[config.mk]
export PLATFORM = sky130hd
export DESIGN_NAME = rgb_piecewise_linear_curve_core
export DESIGN_NICKNAME = d
export VERILOG_FILES = /design/src/rplc_pkg.sv /design/src/rgb_piecewise_linear_curve_core.sv /design/src/rplc_channel.sv
export SDC_FILE = /design/constraint.sdc
export NUM_CORES = 2
export LEC_CHECK = 0
export ABC_CLOCK_PERIOD_IN_PS = 28700
export BUFFER_PORTS_ARGS = -buffer_cell sky130_fd_sc_hd__buf_2
export CORE_MARGIN = 8
export CORE_UTILIZATION = 50
export CTS_CLUSTER_DIAMETER = 40
export DETAILED_ROUTE_END_ITERATION = 16
export GPL_ROUTABILITY_DRIVEN = 0
export MAX_ROUTING_LAYER = met4
export PLACE_DENSITY_LB_ADDON = 0.08
export SLEW_MARGIN = 20
export SYNTH_ARGS = -nofsm -noshare
export SYNTH_HDL_FRONTEND = slang
export SYNTH_HIERARCHICAL = 1
export SYNTH_SLANG_ARGS = --single-unit
[constraint.sdc]
create_clock -name clk_i -period 28.7 [get_ports clk_i]
set_input_delay 5.74 -clock clk_i [delete_from_list [all_inputs] [get_ports clk_i]]
set_output_delay 5.74 -clock clk_i [all_outputs]
set_load 0.005 [all_outputs]
[src/rplc_pkg.sv]
// ----------------------------------------------------------------------------
// rplc_pkg: shared constants for the piecewise-linear colour curve block
// Register indexes, reset value of the knee registers and channel widths.
// ----------------------------------------------------------------------------
package rplc_pkg;

  localparam int unsigned ChanW   = 8;
  localparam int unsigned WordW   = 32;
  localparam int unsigned NumRegs = 6;
  localparam int unsigned IndexW  = 3;

  localparam logic [WordW-1:0] KneeReset   = 32'hFFC0_8040;
  localparam logic [ChanW-1:0] AlphaOpaque = 8'hFF;

  // Configuration register indexes.
  localparam logic [IndexW-1:0] RegRedX   = 3'd0;
  localparam logic [IndexW-1:0] RegRedY   = 3'd1;
  localparam logic [IndexW-1:0] RegGreenX = 3'd2;
  localparam logic [IndexW-1:0] RegGreenY = 3'd3;
  localparam logic [IndexW-1:0] RegBlueX  = 3'd4;
  localparam logic [IndexW-1:0] RegBlueY  = 3'd5;

endpackage

[src/rgb_piecewise_linear_curve_core.sv]
// ----------------------------------------------------------------------------
// rgb_piecewise_linear_curve_core: per-channel tone curve on ARGB pixels
// Maps red, green and blue through their own five-segment curves.
// ----------------------------------------------------------------------------
// Usage. Pixels arrive on the input channel (in_valid_i, in_stall_o,
// pixel_in_i) and leave on the output channel (out_valid_o, out_stall_i,
// pixel_out_o); a word moves when valid is high and stall is low. Alpha of
// the input is ignored and the output alpha is always opaque.
// It takes one word per clock unless stalled, holding up to seven in flight.
// A word passes the segment search in the cycle that accepts it, then the
// multiplication, the divider stages (two quotient bits per stage) and the
// offset, clamp and output register, each stage registered in turn.
// When the receiver stalls with a word waiting, the whole pipeline holds and
// in_stall_o rises in the same cycle, so nothing is lost or repeated; while
// the output register is empty the pipeline keeps moving.
// Reset clears all valid bits and loads every knee register with knees at
// 64, 128, 192 and 255 mapped to themselves, which is the identity curve.
// The six knee registers are written through cfg_we_i, cfg_index_i and
// cfg_data_i; indexes above five are ignored. The user must write them
// only while the block is idle; the block itself does not enforce this.
// ----------------------------------------------------------------------------
module rgb_piecewise_linear_curve_core (
  input  logic                         clk_i,
  input  logic                         rst_ni,
  input  logic                         in_valid_i,
  output logic                         in_stall_o,
  input  logic [31:0]                  pixel_in_i,
  output logic                         out_valid_o,
  input  logic                         out_stall_i,
  output logic [31:0]                  pixel_out_o,
  input  logic                         cfg_we_i,
  input  logic [rplc_pkg::IndexW-1:0]  cfg_index_i,
  input  logic [rplc_pkg::WordW-1:0]   cfg_data_i
);

  logic [rplc_pkg::WordW-1:0] knee_q [rplc_pkg::NumRegs];
  logic [6:0]                 vld_q;
  logic                       en;
  logic [7:0]                 red, green, blue;
  logic [31:0]                pixel_out_q;

  // The pipeline moves unless a finished word is held back by the receiver.
  assign en         = !(vld_q[6] && out_stall_i);
  assign in_stall_o = !en;

  // Knee registers.
  always_ff @(posedge clk_i or negedge rst_ni) begin
    if (!rst_ni) begin
      for (int i = 0; i < rplc_pkg::NumRegs; i++) begin
        knee_q[i] <= rplc_pkg::KneeReset;
      end
    end else if (cfg_we_i) begin
      case (cfg_index_i)
        rplc_pkg::RegRedX:   knee_q[0] <= cfg_data_i;
        rplc_pkg::RegRedY:   knee_q[1] <= cfg_data_i;
        rplc_pkg::RegGreenX: knee_q[2] <= cfg_data_i;
        rplc_pkg::RegGreenY: knee_q[3] <= cfg_data_i;
        rplc_pkg::RegBlueX:  knee_q[4] <= cfg_data_i;
        rplc_pkg::RegBlueY:  knee_q[5] <= cfg_data_i;
        default: ;
      endcase
    end
  end

  // Valid bits run alongside the data stages of the channel units.
  always_ff @(posedge clk_i or negedge rst_ni) begin
    if (!rst_ni) begin
      vld_q <= '0;
    end else if (en) begin
      vld_q <= {vld_q[5:0], in_valid_i};
    end
  end

  rplc_channel u_red (
    .clk_i    (clk_i),
    .en_i     (en),
    .value_i  (pixel_in_i[23:16]),
    .knee_x_i (knee_q[0]),
    .knee_y_i (knee_q[1]),
    .result_o (red)
  );

  rplc_channel u_green (
    .clk_i    (clk_i),
    .en_i     (en),
    .value_i  (pixel_in_i[15:8]),
    .knee_x_i (knee_q[2]),
    .knee_y_i (knee_q[3]),
    .result_o (green)
  );

  rplc_channel u_blue (
    .clk_i    (clk_i),
    .en_i     (en),
    .value_i  (pixel_in_i[7:0]),
    .knee_x_i (knee_q[4]),
    .knee_y_i (knee_q[5]),
    .result_o (blue)
  );

  // Output register; the payload needs no reset.
  always_ff @(posedge clk_i) begin
    if (en) begin
      pixel_out_q <= {rplc_pkg::AlphaOpaque, red, green, blue};
    end
  end

  assign out_valid_o = vld_q[6];
  assign pixel_out_o = pixel_out_q;

endmodule

[src/rplc_channel.sv]
// ----------------------------------------------------------------------------
// rplc_channel: one colour channel through a five-segment curve
// Segment search, multiply, a four-stage radix-4 restoring divider and the
// final offset and clamp. Six register stages; all advance on en_i.
// ----------------------------------------------------------------------------
module rplc_channel (
  input  logic                       clk_i,
  input  logic                       en_i,
  input  logic [rplc_pkg::ChanW-1:0] value_i,
  input  logic [rplc_pkg::WordW-1:0] knee_x_i,
  input  logic [rplc_pkg::WordW-1:0] knee_y_i,
  output logic [rplc_pkg::ChanW-1:0] result_o
);

  typedef struct packed {
    logic [15:0] work;
    logic [7:0]  den;
    logic        neg;
    logic [7:0]  yl;
    logic [7:0]  yh;
    logic        zden;
  } div_t;

  typedef struct packed {
    logic [7:0] dv;
    logic [7:0] den;
    logic [7:0] mag;
    logic       neg;
    logic [7:0] yl;
    logic [7:0] yh;
    logic       zden;
  } seg_t;

  // One restoring step: the top byte stays below the divisor throughout.
  function automatic div_t div_step(input div_t s);
    div_t       r;
    logic [8:0] t;
    r = s;
    t = {s.work[15:8], s.work[7]};
    if (t >= {1'b0, s.den}) begin
      r.work = {8'(t - {1'b0, s.den}), s.work[6:0], 1'b1};
    end else begin
      r.work = {t[7:0], s.work[6:0], 1'b0};
    end
    return r;
  endfunction

  logic [7:0] px [6];
  logic [7:0] py [6];
  logic [7:0] xl, xh, yl, yh;
  logic       found;
  seg_t       seg_d, seg_q;
  div_t       div_q [5];
  div_t       prod_d;
  logic [9:0] sum;

  // Stage one: pick the first segment that holds the value.
  always_comb begin
    px[0] = '0;
    py[0] = '0;
    for (int k = 0; k < 4; k++) begin
      px[k+1] = knee_x_i[8*k +: 8];
      py[k+1] = knee_y_i[8*k +: 8];
    end
    px[5] = 8'hFF;
    py[5] = 8'hFF;

    xl    = px[4];
    xh    = px[5];
    yl    = py[4];
    yh    = py[5];
    found = 1'b0;
    if (value_i <= px[1]) begin
      xl    = px[0];
      xh    = px[1];
      yl    = py[0];
      yh    = py[1];
      found = 1'b1;
    end
    for (int k = 1; k < 5; k++) begin
      if (!found && value_i > px[k] && value_i <= px[k+1]) begin
        xl    = px[k];
        xh    = px[k+1];
        yl    = py[k];
        yh    = py[k+1];
        found = 1'b1;
      end
    end

    seg_d.dv   = value_i - xl;
    seg_d.den  = xh - xl;
    seg_d.zden = (xh <= xl);
    seg_d.neg  = (yh < yl);
    seg_d.mag  = seg_d.neg ? (yl - yh) : (yh - yl);
    seg_d.yl   = yl;
    seg_d.yh   = yh;
  end

  always_ff @(posedge clk_i) begin
    if (en_i) begin
      seg_q <= seg_d;
    end
  end

  // Stage two: the segment's output rise magnitude times the distance into it.
  always_comb begin
    prod_d.work = 16'(seg_q.mag * seg_q.dv);
    prod_d.den  = seg_q.den;
    prod_d.neg  = seg_q.neg;
    prod_d.yl   = seg_q.yl;
    prod_d.yh   = seg_q.yh;
    prod_d.zden = seg_q.zden;
  end

  // Product register, then stages three to six: two quotient bits per stage.
  always_ff @(posedge clk_i) begin
    if (en_i) begin
      div_q[0] <= prod_d;
      for (int i = 0; i < 4; i++) begin
        div_q[i+1] <= div_step(div_step(div_q[i]));
      end
    end
  end

  // Apply the sign, add the segment's lower output and clamp; a segment with no width gives yh.
  always_comb begin
    if (div_q[4].neg) begin
      sum = {2'b00, div_q[4].yl} - {2'b00, div_q[4].work[7:0]};
    end else begin
      sum = {2'b00, div_q[4].yl} + {2'b00, div_q[4].work[7:0]};
    end
    if (div_q[4].zden) begin
      result_o = div_q[4].yh;
    end else if (sum[9]) begin
      result_o = '0;
    end else if (sum[8]) begin
      result_o = 8'hFF;
    end else begin
      result_o = sum[7:0];
    end
  end

endmodule
==> insert_results.sql <==
INSERT INTO impl_metrics (metric_group, metric, value, unit) VALUES
('yosys', 'ys_seq_area_share', '48.3', '%'),
('detailed_routing', 'top_layer', 'met4', ''),
('timing', 'timing.fmax', '82.3', 'MHz'),
('yosys', 'dominantRegCellSynth', 'edfxtp_1', ''),
('critical_path', 'worst_setup_path_start_kind', 'primary input', ''),
('yosys', 'synth-seq-cells', '931', ''),
('clock_network', 'post-cts-setup-buffers', '0', ''),
('floorplanning', 'fp.dieH', '351', 'um'),
('critical_path', 'endpoint', 'in_stall_o', ''),
('clock_network', 'max-clock-path-buffers', '3', ''),
('timing', 'timing.max_slew.rel_slack', '28.4', '%'),
('yosys', 'postSynth.asyncResetShare', '21.4', '%'),
('critical_path', 'r2r-end', 'u_blue/seg_q[24]$_DFFE_PP_', ''),
('yosys', 'synth_warnings', '6', ''),
('final_layout', 'layout_common_cells', '732 x edfxtp_1, 583 x inv_1, 534 x ha_1, 326 x nand2_1, 235 x mux2_2', ''),
('floorplanning', 'die-width', '351', 'um'),
('hold_path', 'hold_path_class', 'flip-flop to flip-flop', ''),
('detailed_routing', 'drcViolationCount', '0', ''),
('clock_network', 'cts-buffers-inserted', '138', ''),
('floorplanning', 'io_pins', '106', ''),
('yosys', 'synth-edff-count', '732', ''),
('global_route', 'antenna_violations_before_repair', '17', ''),
('clock_network', 'worstSkewPairLatency', '0.75', 'ns'),
('critical_path', 'worst-r2r-cell-count', '20', ''),
('global_route', 'vias_in_the_first_global_route', '34211', ''),
('global_route', 'globalRouteTotalUtil', '19.5', '%'),
('timing', 'setup_total_negative_slack', '0', 'ns'),
('timing', 'maxSlewViolCount', '0', ''),
('critical_path', 'timing.critical_path.arrival', '6.42', 'ns'),
('clock_network', 'clkSinkCount', '931', ''),
('critical_path', 'type_of_element_capturing_the_critical_path', 'output port', ''),
('yosys', 'synthesis.area_per_instance', '11.8', 'sq um'),
('hold_path', 'whs_path_depth', '0', ''),
('floorplanning', 'row_count', '122', ''),
('detailed_routing', 'drtAntennaViolNets', '0', ''),
('final_layout', 'drive_above_1_share', '16.1', '%'),
('timing', 'timing_worst_slew_pin_value', '1.07', 'ns'),
('clock_network', 'cts-htree-levels', '4', ''),
('clock_network', 'ctsHoldBuffers', '0', ''),
('global_route', 'grt_pass1_wl', '186000', 'um'),
('floorplanning', 'floorplan.die_area', '123000', 'sq um'),
('critical_path', 'required_time_of_the_critical_path', '22.96', 'ns'),
('status', 'status', 'finished, final reports clean', ''),
('critical_path', 'worstReg2RegStart', 'knee_q[41]$_DFFE_PN0P_', ''),
('timing', 'timing.final.setup_violations', '0', ''),
('critical_path', 'critical_path.startpoint', 'out_stall_i', ''),
('detailed_routing', 'met1_length', '57800', 'um'),
('timing', 'final.min_clock_period', '12.16', 'ns'),
('placement', 'hpwl', '84600', 'um'),
('final_layout', 'flow.area_growth_from_synthesis', '12.5', '%'),
('global_route', 'globalRoute.totalOverflow', '0', ''),
('critical_path', 'r2r_setup_slack', '22.66', 'ns'),
('detailed_routing', 'vias_per_std_cell', '5.35', ''),
('final_layout', 'final_cells', '6523', ''),
('final_layout', 'leading_cell_type_in_the_layout_fill_and_taps_excluded', 'edfxtp_1', ''),
('detailed_routing', 'first_pass_iters', '5', ''),
('final_layout', 'finish.net_count', '5665', ''),
('job', 'maxCapViolations', '0', ''),
('placement', 'place.detailed.instances', '6260', ''),
('clock_network', 'cts_repair_resizes', '0', ''),
('timing', 'final_hold_viol_count', '0', ''),
('timing', 'fin_crit_sh', '42.4', '%'),
('clock_network', 'tritoncts', 'yes', ''),
('critical_path', 'critPathKind', 'primary input to output port', ''),
('clock_network', 'clk_pin_slew', '0.05', 'ns'),
('detailed_routing', 'routedWlPerCell', '17.8', 'um'),
('yosys', 'synth_cell_types', '111', ''),
('detailed_routing', 'wirelength', '116000', 'um'),
('floorplanning', 'core', '111000', 'sq um'),
('detailed_routing', 'total_vias_in_the_final_route', '34917', ''),
('global_route', 'maximum_number_of_pins_on_one_net_before_global_route_repair', '124', ''),
('clock_network', 'clk_root_buffer_cell', 'clkbuf_16', ''),
('timing', 'final.setup_skew', '0.0252', 'ns'),
('critical_path', 'critical_path.max_fanout', '15', ''),
('placement', 'numPortBuffers', '89', ''),
('yosys', 'synth_cells', '4738', ''),
('detailed_routing', 'dr_wl_met2', '50300', 'um'),
('floorplanning', 'initial_cell_density_of_the_core', '50.5', '%'),
('yosys', 'post_synthesis_cell_area', '56000', 'sq um'),
('detailed_routing', 'met3WireLength', '5300', 'um'),
('timing', 'grt_setup_unrepaired', 'false', ''),
('detailed_routing', 'drt_first_iter_violations', '2229', '');
[stage by stage]
step / utilization [%] / instance area (sq um) / setup WS [ns] / hold WS, ns
5_1_grt: 56.8 / 63000 / 16.49 / 0.402
3_3_place_gp: 52.5 / 58100 / 16.50 / 0.400
2_1_floorplan: - / 56000 / 0.980 / 0.400
3_5_place_dp: 52.5 / 58100 / 16.49 / 0.405
4_1_cts: 56.8 / 63000 / 16.48 / 0.403
6_report: 56.9 / 63000 / 16.54 / 0.404
[synthesized netlist by cell type (48+ instances only)]
| cell | instances | share of area, % |
|---|---|---|
| nor2_1 | 235 | 1.6 |
| mux2_1 | 58 | 1.2 |
| dfrtp_1 | 127 | 5.7 |
| a21oi_1 | 230 | 2.1 |
| mux2_2 | 235 | 4.7 |
| edfxtp_1 | 732 | 39 |
| a21o_1 | 65 | 0.87 |
| xor2_1 | 54 | 0.84 |
| xnor2_1 | 129 | 2.0 |
| dfstp_2 | 72 | 3.4 |
| ha_1 | 534 | 12 |
| inv_1 | 583 | 3.9 |
| nor2b_1 | 54 | 0.60 |
| fa_1 | 147 | 5.3 |
| mux2i_1 | 48 | 0.86 |
| nand2_1 | 327 | 2.2 |
| o21ai_0 | 153 | 1.4 |
| o21ai_1 | 57 | 0.51 |
| and2_1 | 125 | 1.4 |
| nand4_1 | 57 | 0.64 |
[area by class of cell]
cell class | instances | area, sq um
clock buffers | 151 | 3530
inverters | 589 | 2210
well taps | 1488 | 1860
diodes | 5 | 12.5
repair buffers | 135 | 801
fillers | 9344 | 47800
clock inverters | 107 | 1320
flip-flops and latches | 931 | 27100
multi-input cells | 3117 | 26200
[worst min path at each step]
stage	to	slack, ns	startpoint
floorplan	u_blue/div_q[0][0]$_DFFE_PP_	0.40	u_blue/prod_d[0]$_DFFE_PP_
global route	u_green/div_q[0][70]$_DFFE_PP_	0.40	u_green/div_q[0][26]$_DFFE_PP_
CTS	u_green/div_q[0][70]$_DFFE_PP_	0.40	u_green/div_q[0][26]$_DFFE_PP_
finish	u_green/div_q[0][70]$_DFFE_PP_	0.40	u_green/div_q[0][26]$_DFFE_PP_
detailed placement	u_blue/div_q[0][140]$_DFFE_PP_	0.40	u_blue/div_q[0][98]$_DFFE_PP_
global placement	u_green/div_q[0][173]$_DFFE_PP_	0.40	u_green/div_q[0][131]$_DFFE_PP_
[registers in the layout (all words and copies together), names as in the netlist]
name / cells
knee_q: 192
pixel_out_o: 24
u_blue/div_q: 194
u_blue/prod_d: 26
u_blue/seg_q: 16
u_green/div_q: 194
u_green/prod_d: 26
u_green/seg_q: 16
u_red/div_q: 194
u_red/prod_d: 26
u_red/seg_q: 16
vld_q: 7
[cell families (layout without fill, tap and decap cells)]
| group | after synthesis | in the layout | share of synthesized area, % |
|---|---|---|---|
| AOI/OAI and AO/OA | 925 | 925 | 11.2 |
| xor gates and xnor gates | 183 | 183 | 2.86 |
| adders and majority gates | 681 | 681 | 17.2 |
| buffers and inverters | 697 | 982 | 5.07 |
| DFF | 931 | 931 | 48.3 |
| muxes | 348 | 348 | 6.94 |
| other | 1 | 13 | 0.00670 |
| and+or+nand+nor | 972 | 972 | 8.46 |
[worst max-delay path, cell delays in order]
cell,delay (ns)
buf_2,0.11
nand2_4,0.26
inv_1,0.12
buf_2,0.17
[per-layer routing]
| layer | track usage (%) | vias up |
|---|---|---|
| li1 | - | 17243 |
| met1 | 28.0 | 16785 |
| met2 | 28.7 | 684 |
| met3 | 3.11 | 205 |
| met4 | 5.70 | 0 |
| met5 | - | - |
Power is left out: the tool's default activity adds up to more than one toggle a clock period on the data nets, which glitch-free logic cannot reach.
